==> config.mk <==
export PLATFORM = sky130hd
export DESIGN_NAME = ipv4_receive_header_check_unit_flat
export DESIGN_NICKNAME = d
export VERILOG_FILES = /design/src/rtl/ipv4rhc_pkg.sv /design/src/rtl/ipv4rhc_req_if.sv /design/src/rtl/ipv4rhc_rsp_if.sv /design/src/rtl/ipv4rhc_csr.sv /design/src/rtl/ipv4rhc_core.sv /design/src/rtl/ipv4_receive_header_check_unit.sv /design/src/flat_wrapper.sv
export SDC_FILE = /design/constraint.sdc
export NUM_CORES = 1
export LEC_CHECK = 0
export ABC_AREA = 1
export ABC_CLOCK_PERIOD_IN_PS = 6800
export BUFFER_PORTS_ARGS = -buffer_cell sky130_fd_sc_hd__buf_2
export CELL_PAD_IN_SITES_DETAIL_PLACEMENT = 1
export CELL_PAD_IN_SITES_GLOBAL_PLACEMENT = 1
export CORE_MARGIN = 8
export CORE_UTILIZATION = 44
export CTS_CLUSTER_DIAMETER = 80
export DETAILED_ROUTE_END_ITERATION = 16
export PLACE_DENSITY_LB_ADDON = 0.1
export SETUP_SLACK_MARGIN = 0.4
export SKIP_LAST_GASP = 1
export SLEW_MARGIN = 20
export SYNTH_ARGS = -nofsm -noshare
export SYNTH_HDL_FRONTEND = slang
export SYNTH_SLANG_ARGS = --single-unit
==> constraint.sdc <==
create_clock -name clock -period 6.8 [get_ports clock]
set_input_delay 1.36 -clock clock [delete_from_list [all_inputs] [get_ports clock]]
set_output_delay 1.36 -clock clock [all_outputs]
set_load 0.02 [all_outputs]
==> src/rtl/ipv4rhc_pkg.sv <==
// Package with shared constants, codes and types of the IPv4 receive header check.
package ipv4rhc_pkg;

   localparam int COUNT_WIDTH_DEFAULT = 16;

   localparam int ADDR_WIDTH = 3;
   localparam int DATA_WIDTH = 32;

   localparam logic [ADDR_WIDTH-1:0] REG_LOCAL_ADDRESS = 3'd0;

   localparam logic [5:0]  MIN_HEADER     = 6'd20;
   localparam logic [15:0] MIN_HEADER_LEN = 16'd20;
   localparam logic [3:0]  IP_VERSION     = 4'd4;
   localparam logic [7:0]  PROTO_ICMP     = 8'd1;
   localparam logic [7:0]  PROTO_UDP      = 8'd17;
   localparam logic [15:0] MORE_FRAGMENTS = 16'h2000;
   localparam logic [15:0] OFFSET_MASK    = 16'h1FFF;
   localparam logic [16:0] SUM_GOOD       = 17'h0FFFF;
   localparam logic [31:0] BROADCAST      = 32'hFFFF_FFFF;

   typedef enum logic [3:0] {
      VERDICT_ICMP     = 4'd0,
      VERDICT_UDP      = 4'd1,
      VERDICT_SHORT    = 4'd2,
      VERDICT_VERSION  = 4'd3,
      VERDICT_HDRLEN   = 4'd4,
      VERDICT_TOTLEN   = 4'd5,
      VERDICT_FRAGMENT = 4'd6,
      VERDICT_CHECKSUM = 4'd7,
      VERDICT_NOTOURS  = 4'd8,
      VERDICT_PROTO    = 4'd9
   } verdict_type;

   typedef struct packed {
      verdict_type verdict;
      logic [31:0] source_address;
      logic [5:0]  payload_offset;
      logic [15:0] payload_length;
      logic [31:0] drop_total;
   } result_type;

endpackage

==> src/rtl/ipv4rhc_req_if.sv <==
// Input channel interface carrying one packet byte per item.
interface ipv4rhc_req_if;
   logic       valid;
   logic       ready;
   logic [7:0] data_byte;
   logic       last_byte;

   modport source (output valid, output data_byte, output last_byte, input ready);
   modport sink (input valid, input data_byte, input last_byte, output ready);
endinterface

==> src/rtl/ipv4rhc_rsp_if.sv <==
// Result channel interface carrying one packet verdict per item.
interface ipv4rhc_rsp_if;
   logic        valid;
   logic        ready;
   logic [3:0]  verdict;
   logic [31:0] source_address;
   logic [5:0]  payload_offset;
   logic [15:0] payload_length;
   logic [31:0] drop_total;

   modport source (output valid, output verdict, output source_address,
                   output payload_offset, output payload_length, output drop_total,
                   input ready);
   modport sink (input valid, input verdict, input source_address,
                 input payload_offset, input payload_length, input drop_total,
                 output ready);
endinterface

==> src/rtl/ipv4rhc_csr.sv <==
// APB register block holding the local IPv4 address.
module ipv4rhc_csr (
   input  logic                               clock,
   input  logic                               reset,
   input  logic                               psel,
   input  logic                               penable,
   input  logic                               pwrite,
   input  logic [ipv4rhc_pkg::ADDR_WIDTH-1:0] paddr,
   input  logic [ipv4rhc_pkg::DATA_WIDTH-1:0] pwdata,
   output logic [ipv4rhc_pkg::DATA_WIDTH-1:0] prdata,
   output logic                               pready,
   output logic [31:0]                        local_address
);

   logic [31:0] local_ff;
   logic [31:0] local_in;
   logic        hit;

   assign hit = (paddr == ipv4rhc_pkg::REG_LOCAL_ADDRESS);

   always_comb begin
      local_in = local_ff;
      if (psel && penable && pwrite && hit) begin
         local_in = pwdata;
      end
   end

   always_ff @(posedge clock) begin
      if (reset) begin
         local_ff <= '0;
      end else begin
         local_ff <= local_in;
      end
   end

   assign prdata        = hit ? local_ff : '0;
   assign pready        = 1'b1;
   assign local_address = local_ff;

endmodule

==> src/rtl/ipv4rhc_core.sv <==
// Byte parser, header checker and verdict register of the IPv4 receive path.
module ipv4rhc_core #(
   parameter int COUNT_WIDTH = ipv4rhc_pkg::COUNT_WIDTH_DEFAULT
) (
   input  logic        clock,
   input  logic        reset,
   input  logic [31:0] local_address,
   ipv4rhc_req_if.sink   req_ch,
   ipv4rhc_rsp_if.source rsp_ch
);

   localparam logic [COUNT_WIDTH-1:0] POS_MAX = {COUNT_WIDTH{1'b1}};

   logic                   in_valid_ff;
   logic [7:0]             in_byte_ff;
   logic                   in_last_ff;
   logic                   out_valid_ff;
   ipv4rhc_pkg::result_type out_ff;
   ipv4rhc_pkg::result_type out_in;

   logic [COUNT_WIDTH-1:0] pos_ff, pos_in;
   logic [7:0]             vl_ff, vl_in;
   logic [15:0]            tot_ff, tot_in;
   logic [15:0]            frag_ff, frag_in;
   logic [7:0]             proto_ff, proto_in;
   logic [31:0]            src_ff, src_in;
   logic [31:0]            dst_ff, dst_in;
   logic [16:0]            sum_ff, sum_in;
   logic [31:0]            drop_ff, drop_in;

   logic                   out_free;
   logic                   advance;
   logic [5:0]             hlen;
   logic [15:0]            addend;
   logic [17:0]            sum_raw;
   logic [15:0]            len16;
   ipv4rhc_pkg::verdict_type verdict;

   assign out_free     = !out_valid_ff || rsp_ch.ready;
   assign advance      = in_valid_ff && (!in_last_ff || out_free);
   assign req_ch.ready = !in_valid_ff || advance;

   always_comb begin
      vl_in    = vl_ff;
      tot_in   = tot_ff;
      frag_in  = frag_ff;
      proto_in = proto_ff;
      src_in   = src_ff;
      dst_in   = dst_ff;
      if (pos_ff == COUNT_WIDTH'(0)) begin
         vl_in = in_byte_ff;
      end else if (pos_ff == COUNT_WIDTH'(2) || pos_ff == COUNT_WIDTH'(3)) begin
         tot_in = {tot_ff[7:0], in_byte_ff};
      end else if (pos_ff == COUNT_WIDTH'(6) || pos_ff == COUNT_WIDTH'(7)) begin
         frag_in = {frag_ff[7:0], in_byte_ff};
      end else if (pos_ff == COUNT_WIDTH'(9)) begin
         proto_in = in_byte_ff;
      end else if (pos_ff >= COUNT_WIDTH'(12) && pos_ff <= COUNT_WIDTH'(15)) begin
         src_in = {src_ff[23:0], in_byte_ff};
      end else if (pos_ff >= COUNT_WIDTH'(16) && pos_ff <= COUNT_WIDTH'(19)) begin
         dst_in = {dst_ff[23:0], in_byte_ff};
      end
   end

   assign hlen    = {vl_in[3:0], 2'b00};
   assign addend  = pos_ff[0] ? {8'h00, in_byte_ff} : {in_byte_ff, 8'h00};
   assign sum_raw = {1'b0, sum_ff} + {2'b00, addend};

   always_comb begin
      sum_in = sum_ff;
      if (pos_ff < COUNT_WIDTH'(hlen)) begin
         if (sum_raw > 18'h0FFFF) begin
            sum_in = {1'b0, sum_raw[15:0]} + 17'd1;
         end else begin
            sum_in = sum_raw[16:0];
         end
      end
   end

   assign pos_in = (pos_ff == POS_MAX) ? pos_ff : pos_ff + COUNT_WIDTH'(1);
   assign len16  = 16'(pos_in);

   always_comb begin
      priority if (len16 < ipv4rhc_pkg::MIN_HEADER_LEN) begin
         verdict = ipv4rhc_pkg::VERDICT_SHORT;
      end else if (vl_in[7:4] != ipv4rhc_pkg::IP_VERSION) begin
         verdict = ipv4rhc_pkg::VERDICT_VERSION;
      end else if (hlen < ipv4rhc_pkg::MIN_HEADER || 16'(hlen) > len16) begin
         verdict = ipv4rhc_pkg::VERDICT_HDRLEN;
      end else if (tot_in < 16'(hlen) || tot_in > len16) begin
         verdict = ipv4rhc_pkg::VERDICT_TOTLEN;
      end else if ((frag_in & ipv4rhc_pkg::MORE_FRAGMENTS) != '0
                   || (frag_in & ipv4rhc_pkg::OFFSET_MASK) != '0) begin
         verdict = ipv4rhc_pkg::VERDICT_FRAGMENT;
      end else if (sum_in != ipv4rhc_pkg::SUM_GOOD) begin
         verdict = ipv4rhc_pkg::VERDICT_CHECKSUM;
      end else if (dst_in != local_address && dst_in != ipv4rhc_pkg::BROADCAST) begin
         verdict = ipv4rhc_pkg::VERDICT_NOTOURS;
      end else if (proto_in == ipv4rhc_pkg::PROTO_ICMP) begin
         verdict = ipv4rhc_pkg::VERDICT_ICMP;
      end else if (proto_in == ipv4rhc_pkg::PROTO_UDP) begin
         verdict = ipv4rhc_pkg::VERDICT_UDP;
      end else begin
         verdict = ipv4rhc_pkg::VERDICT_PROTO;
      end
   end

   always_comb begin
      drop_in                = drop_ff;
      out_in.verdict         = verdict;
      out_in.source_address  = src_in;
      out_in.payload_offset  = hlen;
      out_in.payload_length  = '0;
      if (verdict == ipv4rhc_pkg::VERDICT_ICMP || verdict == ipv4rhc_pkg::VERDICT_UDP) begin
         out_in.payload_length = tot_in - 16'(hlen);
      end else begin
         drop_in = drop_ff + 32'd1;
      end
      out_in.drop_total = drop_in;
   end

   always_ff @(posedge clock) begin
      if (reset) begin
         in_valid_ff  <= 1'b0;
         out_valid_ff <= 1'b0;
         pos_ff       <= '0;
         vl_ff        <= '0;
         tot_ff       <= '0;
         frag_ff      <= '0;
         proto_ff     <= '0;
         src_ff       <= '0;
         dst_ff       <= '0;
         sum_ff       <= '0;
         drop_ff      <= '0;
      end else begin
         if (req_ch.valid && req_ch.ready) begin
            in_valid_ff <= 1'b1;
            in_byte_ff  <= req_ch.data_byte;
            in_last_ff  <= req_ch.last_byte;
         end else if (advance) begin
            in_valid_ff <= 1'b0;
         end
         if (advance && in_last_ff) begin
            out_valid_ff <= 1'b1;
         end else if (rsp_ch.ready) begin
            out_valid_ff <= 1'b0;
         end
         if (advance) begin
            if (in_last_ff) begin
               out_ff       <= out_in;
               drop_ff      <= drop_in;
               pos_ff       <= '0;
               vl_ff        <= '0;
               tot_ff       <= '0;
               frag_ff      <= '0;
               proto_ff     <= '0;
               src_ff       <= '0;
               dst_ff       <= '0;
               sum_ff       <= '0;
            end else begin
               pos_ff   <= pos_in;
               vl_ff    <= vl_in;
               tot_ff   <= tot_in;
               frag_ff  <= frag_in;
               proto_ff <= proto_in;
               src_ff   <= src_in;
               dst_ff   <= dst_in;
               sum_ff   <= sum_in;
            end
         end
      end
   end

   assign rsp_ch.valid          = out_valid_ff;
   assign rsp_ch.verdict        = out_ff.verdict;
   assign rsp_ch.source_address = out_ff.source_address;
   assign rsp_ch.payload_offset = out_ff.payload_offset;
   assign rsp_ch.payload_length = out_ff.payload_length;
   assign rsp_ch.drop_total     = out_ff.drop_total;

endmodule

==> src/rtl/ipv4_receive_header_check_unit.sv <==
// Top level of the IPv4 receive header check unit.
//
//  Channel   Direction  Handshake      Contents
//  req_ch    in         valid/ready    data_byte, last_byte
//  rsp_ch    out        valid/ready    verdict, source_address, payload_offset,
//                                      payload_length, drop_total
//  APB       in         psel/penable   local_address at byte address 0
//
// The unit takes one byte per cycle while no last byte waits on the result channel; each byte
// passes an input register and one stage of header logic before the verdict register.
// Bytes that are not last never wait on the result channel; a last byte waits
// in the input register while an earlier verdict is not yet taken.
// Reset clears the handshakes, the captured header fields and the drop counter.
module ipv4_receive_header_check_unit #(
   parameter int COUNT_WIDTH = ipv4rhc_pkg::COUNT_WIDTH_DEFAULT
) (
   input  logic                               clock,
   input  logic                               reset,
   ipv4rhc_req_if.sink                        req_ch,
   ipv4rhc_rsp_if.source                      rsp_ch,
   input  logic                               psel,
   input  logic                               penable,
   input  logic                               pwrite,
   input  logic [ipv4rhc_pkg::ADDR_WIDTH-1:0] paddr,
   input  logic [ipv4rhc_pkg::DATA_WIDTH-1:0] pwdata,
   output logic [ipv4rhc_pkg::DATA_WIDTH-1:0] prdata,
   output logic                               pready
);

   logic [31:0] local_address;

   ipv4rhc_csr u_csr (
      .clock         (clock),
      .reset         (reset),
      .psel          (psel),
      .penable       (penable),
      .pwrite        (pwrite),
      .paddr         (paddr),
      .pwdata        (pwdata),
      .prdata        (prdata),
      .pready        (pready),
      .local_address (local_address)
   );

   ipv4rhc_core #(
      .COUNT_WIDTH (COUNT_WIDTH)
   ) u_core (
      .clock         (clock),
      .reset         (reset),
      .local_address (local_address),
      .req_ch        (req_ch),
      .rsp_ch        (rsp_ch)
   );

endmodule

==> src/flat_wrapper.sv <==
// flat-port wrapper written by rule: the top's interface ports become plain ports
module ipv4_receive_header_check_unit_flat 
#(
   parameter int COUNT_WIDTH = ipv4rhc_pkg::COUNT_WIDTH_DEFAULT
)
  (clock, reset, psel, penable, pwrite, paddr, pwdata, prdata, pready, req_ch_valid, req_ch_data_byte, req_ch_last_byte, req_ch_ready, rsp_ch_valid, rsp_ch_verdict, rsp_ch_source_address, rsp_ch_payload_offset, rsp_ch_payload_length, rsp_ch_drop_total, rsp_ch_ready);
  ipv4rhc_req_if req_ch_i ();
  ipv4rhc_rsp_if rsp_ch_i ();
  input  logic clock;
  input  logic reset;
  input  logic psel;
  input  logic penable;
  input  logic pwrite;
  input  logic [ipv4rhc_pkg::ADDR_WIDTH-1:0] paddr;
  input  logic [ipv4rhc_pkg::DATA_WIDTH-1:0] pwdata;
  output logic [ipv4rhc_pkg::DATA_WIDTH-1:0] prdata;
  output logic pready;
  input wire logic [$bits(req_ch_i.valid)-1:0] req_ch_valid;
  input wire logic [$bits(req_ch_i.data_byte)-1:0] req_ch_data_byte;
  input wire logic [$bits(req_ch_i.last_byte)-1:0] req_ch_last_byte;
  output wire logic [$bits(req_ch_i.ready)-1:0] req_ch_ready;
  output wire logic [$bits(rsp_ch_i.valid)-1:0] rsp_ch_valid;
  output wire logic [$bits(rsp_ch_i.verdict)-1:0] rsp_ch_verdict;
  output wire logic [$bits(rsp_ch_i.source_address)-1:0] rsp_ch_source_address;
  output wire logic [$bits(rsp_ch_i.payload_offset)-1:0] rsp_ch_payload_offset;
  output wire logic [$bits(rsp_ch_i.payload_length)-1:0] rsp_ch_payload_length;
  output wire logic [$bits(rsp_ch_i.drop_total)-1:0] rsp_ch_drop_total;
  input wire logic [$bits(rsp_ch_i.ready)-1:0] rsp_ch_ready;
  assign req_ch_i.valid = req_ch_valid;
  assign req_ch_i.data_byte = req_ch_data_byte;
  assign req_ch_i.last_byte = req_ch_last_byte;
  assign req_ch_ready = req_ch_i.ready;
  assign rsp_ch_valid = rsp_ch_i.valid;
  assign rsp_ch_verdict = rsp_ch_i.verdict;
  assign rsp_ch_source_address = rsp_ch_i.source_address;
  assign rsp_ch_payload_offset = rsp_ch_i.payload_offset;
  assign rsp_ch_payload_length = rsp_ch_i.payload_length;
  assign rsp_ch_drop_total = rsp_ch_i.drop_total;
  assign rsp_ch_i.ready = rsp_ch_ready;
  ipv4_receive_header_check_unit #(.COUNT_WIDTH(COUNT_WIDTH)) u_core (.clock(clock), .reset(reset), .req_ch(req_ch_i), .rsp_ch(rsp_ch_i), .psel(psel), .penable(penable), .pwrite(pwrite), .paddr(paddr), .pwdata(pwdata), .prdata(prdata), .pready(pready));
endmodule
Yosys cells after proc, flatten, opt, wreduce, memory -nomap -nowiden --
Cells that the tools add are included. Widths: inputs -> output; s select.
Cells by class: $add $sub $neg 5, magnitude comparators 11, equality and inequality tests 13, muxes and demuxes 48, bitwise operators 1, reductions and logical operators 30
Operators with widths (number):
- $mux 32 | 15
- $mux 16 | 6
- $mux 14 | 4
- $mux 8 | 7
- $mux 17 | 3
- $mux 4 | 9
- $add 32x1->32 const B | 1
- $eq 16x2->1 const B | 2
- $eq 16x3->1 const B | 2
- $lt 16x6->1 | 2
- $ne 32x32->1 | 1
- $ne 32x32->1 const B | 1
- $add 17x16->18 | 1
- $gt 18x16->1 const B | 1
- $add 16x1->17 const B | 1
- $ne 17x16->1 const B | 1
- $add 16x1->16 const B | 1
- $eq 16x16->1 const B | 1
- $eq 16x4->1 const B | 1
- $ge 16x4->1 const B | 1
- $ge 16x5->1 const B | 1
- $gt 16x16->1 | 1
- $gt 6x16->1 | 1
- $le 16x4->1 const B | 1
- other kinds (20) | 43
Word-level totals: register bits 306, input bits 51, output and inout bits 125, logic and storage cells 127

Depth between registers and ports, before layout --
depth after elaboration 20, mapped depth 33, depth with buffers taken out 30

Modules after synthesis --
A second synthesis with hierarchy kept.
Unflattened totals: cell total of the unflattened synthesis 2516, area, all modules 17744.5 µm²
Modules (own cells, without submodules):
- ipv4rhc_core | instances 1, cells each 2233, area an instance 16067.9 µm², seq. area each 6456.2 µm²
- ipv4rhc_csr | instances 1, cells each 283, area an instance 1676.6 µm², seq. area each 640.6 µm²

Least setup slack after synthesis --
OpenSTA, ideal clock, no wires.
path kind input -> register, start point input port rsp_ch_ready, end point register u_core.u_core.out_ff (netlist bit u_core.u_core.rsp_ch.drop_total[0]), enable pin, setup time 535 ps, arrival time 5582 ps, data required time 6265 ps, path slack 683 ps, stages 7, buffers on the path 1, cells stage by stage inv_1 > nand3_1 > nand2_1 > clkinv_1 > nand2_1 > buf_2 > nor2_1
Between the ends: longest elaborated chain between the ends 4
Ends and longest elaborated chain:
- from (decl) | line flat_wrapper.sv:28 | input wire logic [$bits(rsp_ch_i.ready)-1:0] rsp_ch_ready;
- $logic_or 1x1->1 | line ipv4rhc_core.sv:39 | assign out_free = !out_valid_ff || rsp_ch.ready;
- $logic_or 1x1->1 | line ipv4rhc_core.sv:40 | assign advance = in_valid_ff && (!in_last_ff || out_free);
- $logic_and 1x1->1 | line ipv4rhc_core.sv:40
- $reduce_and 3->1 (no source line)
- to (signal assigned) | line ipv4rhc_core.sv:150 | out_ff <= out_in;
- to (decl) | line ipv4rhc_core.sv:18 | ipv4rhc_pkg::result_type out_ff;
No other way between the ends. A chain may end at the register's enable or synchronous reset.

==> results.yml <==
outcome:
  outcome: "complete, no violations"
synthesis:
  synth_top_family_by_area: "simple AND/OR/NAND/NOR gates"
  synth_warnings: 0
  synth-compound-area-share_pct: 13.4
  average_instance_area_after_synthesis_um2: 7.26
  most_frequently_used_flop_master_after_synthesis: "sky130_fd_sc_hd__dfxtp_1"
  ys_types: 58
  yosys-mux-area-fraction_pct: 0.0572
  synth-seq-area-share_pct: 40.6
  post_synth_edffs: 97
  yosys_register_bits: 306
  netlist_instances: 2410
  simple_gate_portion_of_the_synthesized_area_pct: 27.9
  share_of_the_synthesized_netlist_area_taken_by_xor_and_xnor_gates_pct: 3.73
  postSynth.asyncResetShare_pct: 0
  syn-cell-area_um2: 17500
  adder_cell_share_of_the_synthesized_area_pct: 3.73
setup_path:
  bufs_and_invs_on_worst_path: 3
  setup.worst_path.end_class: "register"
  delay_contributed_by_the_slowest_stage_of_the_critical_path_ns: 0.63
  timing.critical_path.arrival_ns: 6.07
  worstPathMaxFanout: 33
  worst_path_dominant_cell_family: "simple AND/OR/NAND/NOR gates"
  startpoint_type: "register"
  crit_required_ns: 7.24
  cpMaxStageDelayCell: "sky130_fd_sc_hd__dfxtp_1"
  worst-setup-path-type: "reg -> reg"
  timing.critical_path.mode_cell: "sky130_fd_sc_hd__nand2_1"
final_layout:
  number_of_nets_in_the_final_layout: 2631
  stdcell_count: 3080
  antenna-diode-count: 0
  area_delta_synth_final_pct: 13.2
  layout-drive-gt1-share_pct: 15.0
cts:
  clock_root_buffer: "sky130_fd_sc_hd__clkbuf_16"
  clock_tree.buffer_depth: 3
  cts.reportedPaths.clkPinSlew_ns: 0.07
  cts-hold-fix-buffers: 0
  post_cts_resize_count: 0
  cts_num_sinks: 306
  tritoncts.num_buffers: 35
  tritoncts: "built"
  cts_setup_buffers: 0
  clock_insertion_delay_worst_skew_ns: 0.56
  cts-htree-levels: 2
drt:
  drc_errors: 0
  wl_um: 54000
  avgViaCountPerCell: 5.22
  dr_total_vias: 16063
  drt_iter0_markers: 870
  route.detailed.wl_per_inst_um: 17.5
  drt_first_pass_iters: 5
  drt.antenna.violating_nets: 0
timing:
  totalNegativeSetupSlack_ns: 0
  final_min_period_over_clock_period_pct: 82.8
  slew_violations: 0
  hold_viol: 0
  relSlewSlack_pct: 31.4
  setup-violations-final: 0
  grt_setup_unrepaired: "false"
  clock_skew_ns: 0.0299
  period_minus_slack_ns: 5.63
  fmax_mhz: 178
  timing_worst_slew_pin_value_ns: 1.03
die:
  die-width_um: 215
  io_pins: 176
  floorplan.initialDensity_pct: 44.3
  placementRows: 73
  placeableCoreArea_um2: 39500
  die_area_um2: 46400
  die_height_um: 215
global_routing:
  global_route_wire_length_before_repair_um: 87400
  grt_remaining_overflow: 0
  global_route_total_usage_across_every_layer_pct: 22.8
  first_global_vias: 16815
  grt_antenna_before_repair: 3
  grt_max_degree: 68
placed_design:
  place_congestion: 0.874
  place_inst: 3017
  placement.io_buffers: 172
  dp_hpwl_um: 39200
worst_hold_path:
  hp-class: "reg -> reg"
power_and_ir_drop:
  p_sw_share_pct: 24.1
  power.clock.fraction_pct: 47.6
  p_int_mw: 3.23
  share_comb_of_total_power_pct: 7.0
  p_total_mw: 4.25
  power_switching_mw: 1.02
  power.sequential.fraction_pct: 45.3
  power_leakage_nw: 8.70
  vdd_ir_drop_max_mv: 0.140
  powerDensity_nw_per_um2: 215
job:
  maxCapViolations: 0
-- state kept, by name (all words and copies together) (netlist names), 14 cells and up --
| signal | count |
|---|---|
| u_core.u_core.drop_ff | 32 |
| u_core.u_core.src_ff | 32 |
| u_core.u_core.tot_ff | 16 |
| u_core.u_core.dst_ff | 32 |
| u_core.u_core.sum_ff | 17 |
| u_core.u_core.rsp_ch.payload_length | 16 |
| u_core.u_core.rsp_ch.source_address | 32 |
| u_core.u_core.rsp_ch.drop_total | 32 |
| u_core.u_csr.local_address | 32 |
| u_core.u_core.frag_ff | 14 |
| u_core.u_core.pos_ff | 16 |
-- synthesized netlist by cell type (45+ instances only) --
master | n | area share (%)
sky130_fd_sc_hd__inv_1 | 323 | 6.9
sky130_fd_sc_hd__o21ai_0 | 116 | 3.3
sky130_fd_sc_hd__nor2_1 | 179 | 3.8
sky130_fd_sc_hd__nand3_1 | 73 | 2.1
sky130_fd_sc_hd__a21oi_1 | 220 | 6.3
sky130_fd_sc_hd__dfxtp_1 | 209 | 24
sky130_fd_sc_hd__clkbuf_1 | 71 | 1.5
sky130_fd_sc_hd__nand4_1 | 45 | 1.6
sky130_fd_sc_hd__ha_1 | 49 | 3.5
sky130_fd_sc_hd__o21ai_1 | 55 | 1.6
sky130_fd_sc_hd__nand2_1 | 668 | 14
sky130_fd_sc_hd__edfxtp_1 | 97 | 17
-- cells in the final DEF (no fill, tap or decap), types with 6 or more instances in the layout --
cell type | synthesis | routed
sky130_fd_sc_hd__nor2_2 | 11 | 12
sky130_fd_sc_hd__o21ai_0 | 116 | 116
sky130_fd_sc_hd__clkbuf_1 | 71 | 8
sky130_fd_sc_hd__o21ai_2 | 10 | 10
sky130_fd_sc_hd__nand4_1 | 45 | 45
sky130_fd_sc_hd__nor2_1 | 179 | 176
sky130_fd_sc_hd__nand2_2 | 12 | 12
sky130_fd_sc_hd__buf_2 | 7 | 171
sky130_fd_sc_hd__xnor2_1 | 8 | 8
sky130_fd_sc_hd__ha_1 | 49 | 49
sky130_fd_sc_hd__xor2_1 | 33 | 33
sky130_fd_sc_hd__a21oi_1 | 220 | 220
sky130_fd_sc_hd__xor2_2 | 18 | 18
sky130_fd_sc_hd__inv_1 | 323 | 323
sky130_fd_sc_hd__inv_2 | 25 | 25
sky130_fd_sc_hd__nand3_2 | 9 | 9
sky130_fd_sc_hd__nand2_4 | 19 | 20
sky130_fd_sc_hd__or2_2 | 17 | 17
sky130_fd_sc_hd__nand2_1 | 668 | 667
sky130_fd_sc_hd__edfxtp_1 | 97 | 97
sky130_fd_sc_hd__dfxtp_1 | 209 | 209
sky130_fd_sc_hd__nand3_1 | 73 | 73
sky130_fd_sc_hd__buf_4 | 8 | 12
sky130_fd_sc_hd__o21a_1 | 6 | 6
sky130_fd_sc_hd__nor2_4 | 5 | 7
sky130_fd_sc_hd__o22ai_1 | 14 | 14
sky130_fd_sc_hd__bufinv_16 | 0 | 6
sky130_fd_sc_hd__nor4_1 | 12 | 12
sky130_fd_sc_hd__clkbuf_16 | 0 | 36
sky130_fd_sc_hd__nor3_1 | 26 | 26
sky130_fd_sc_hd__o21ai_1 | 55 | 55
-- per-stage QoR --
stage	cell area (µm²)	setup WS, ns	util [%]	hold slack, ns
2_1_floorplan	17500	0.683	-	0.445
3_3_place_gp	18600	1.45	47.1	0.451
3_5_place_dp	18600	1.17	47.1	0.457
4_1_cts	19800	1.18	50.2	0.468
5_1_grt	19800	0.550	50.2	0.483
6_report	19800	1.17	50.2	0.463
-- worst min-delay path, stage by stage (launching register included) --
cell and delay, ns:
sky130_fd_sc_hd__dfxtp_1 0.31, sky130_fd_sc_hd__nand2_1 0.06, sky130_fd_sc_hd__a21oi_1 0.05
-- layer usage --
| metal | routed length (µm) | part of all wire [%] | global-route usage (%) | up-vias |
|---|---|---|---|---|
| li1 | - | - | - | 7931 |
| met4 | 1440 | 2.7 | 7.10 | 6 |
| met1 | 24100 | 45 | 28.1 | 7797 |
| met2 | 26200 | 49 | 39.6 | 245 |
| met5 | 43 | 0.080 | 0 | - |
| met3 | 2220 | 4.1 | 4.42 | 84 |
-- logic make-up (layout without fill, tap and decap cells) --
kind of cell | Yosys count | in the layout
xor+xnor | 59 | 59
mux | 1 | 1
other cells | 2 | 3
flops | 306 | 306
fa+ha+maj | 51 | 51
buf+inv | 452 | 596
compound gates | 441 | 441
simple gates | 1098 | 1098
-- path summary, 6_finish.rpt --
kind,from,end,slack [ns],depth (start not counted)
max,u_core.u_core.pos_ff[0]$_SDFFE_PP0P_,u_core.u_core.drop_ff[23]$_SDFFE_PP0P_,1.17,26
min,u_core.u_core.dst_ff[31]$_SDFFE_PP0P_,u_core.u_core.dst_ff[31]$_SDFFE_PP0P_,0.46,2
max reg2reg,u_core.u_core.pos_ff[0]$_SDFFE_PP0P_,u_core.u_core.drop_ff[23]$_SDFFE_PP0P_,1.17,26
min reg2reg,u_core.u_core.dst_ff[31]$_SDFFE_PP0P_,u_core.u_core.dst_ff[31]$_SDFFE_PP0P_,0.46,2
-- power by group through the flow --
| stage | Clock [mW] | Sequential (mW) | Combinational [mW] |
|---|---|---|---|
| 5_1_grt | 2.15 | 1.93 | 0.334 |
| 3_5_place_dp | 0 | 1.97 | 0.299 |
| 2_1_floorplan | 0 | 1.97 | 0.199 |
| 3_3_place_gp | 0 | 1.97 | 0.290 |
| 6_report | 2.03 | 1.93 | 0.299 |
| 4_1_cts | 2.07 | 1.93 | 0.301 |
-- cell type report --
type,instances,area (µm²)
Clock buffer,47,972
Clock inverter,16,249
Fill cell,5164,19600
Inverter,350,1310
Multi-Input combinational cell,1653,8580
Sequential cell,306,7100
Tap cell,525,657
Timing Repair Buffer,183,946
Note: power is estimated with default switching activity, not from simulation.
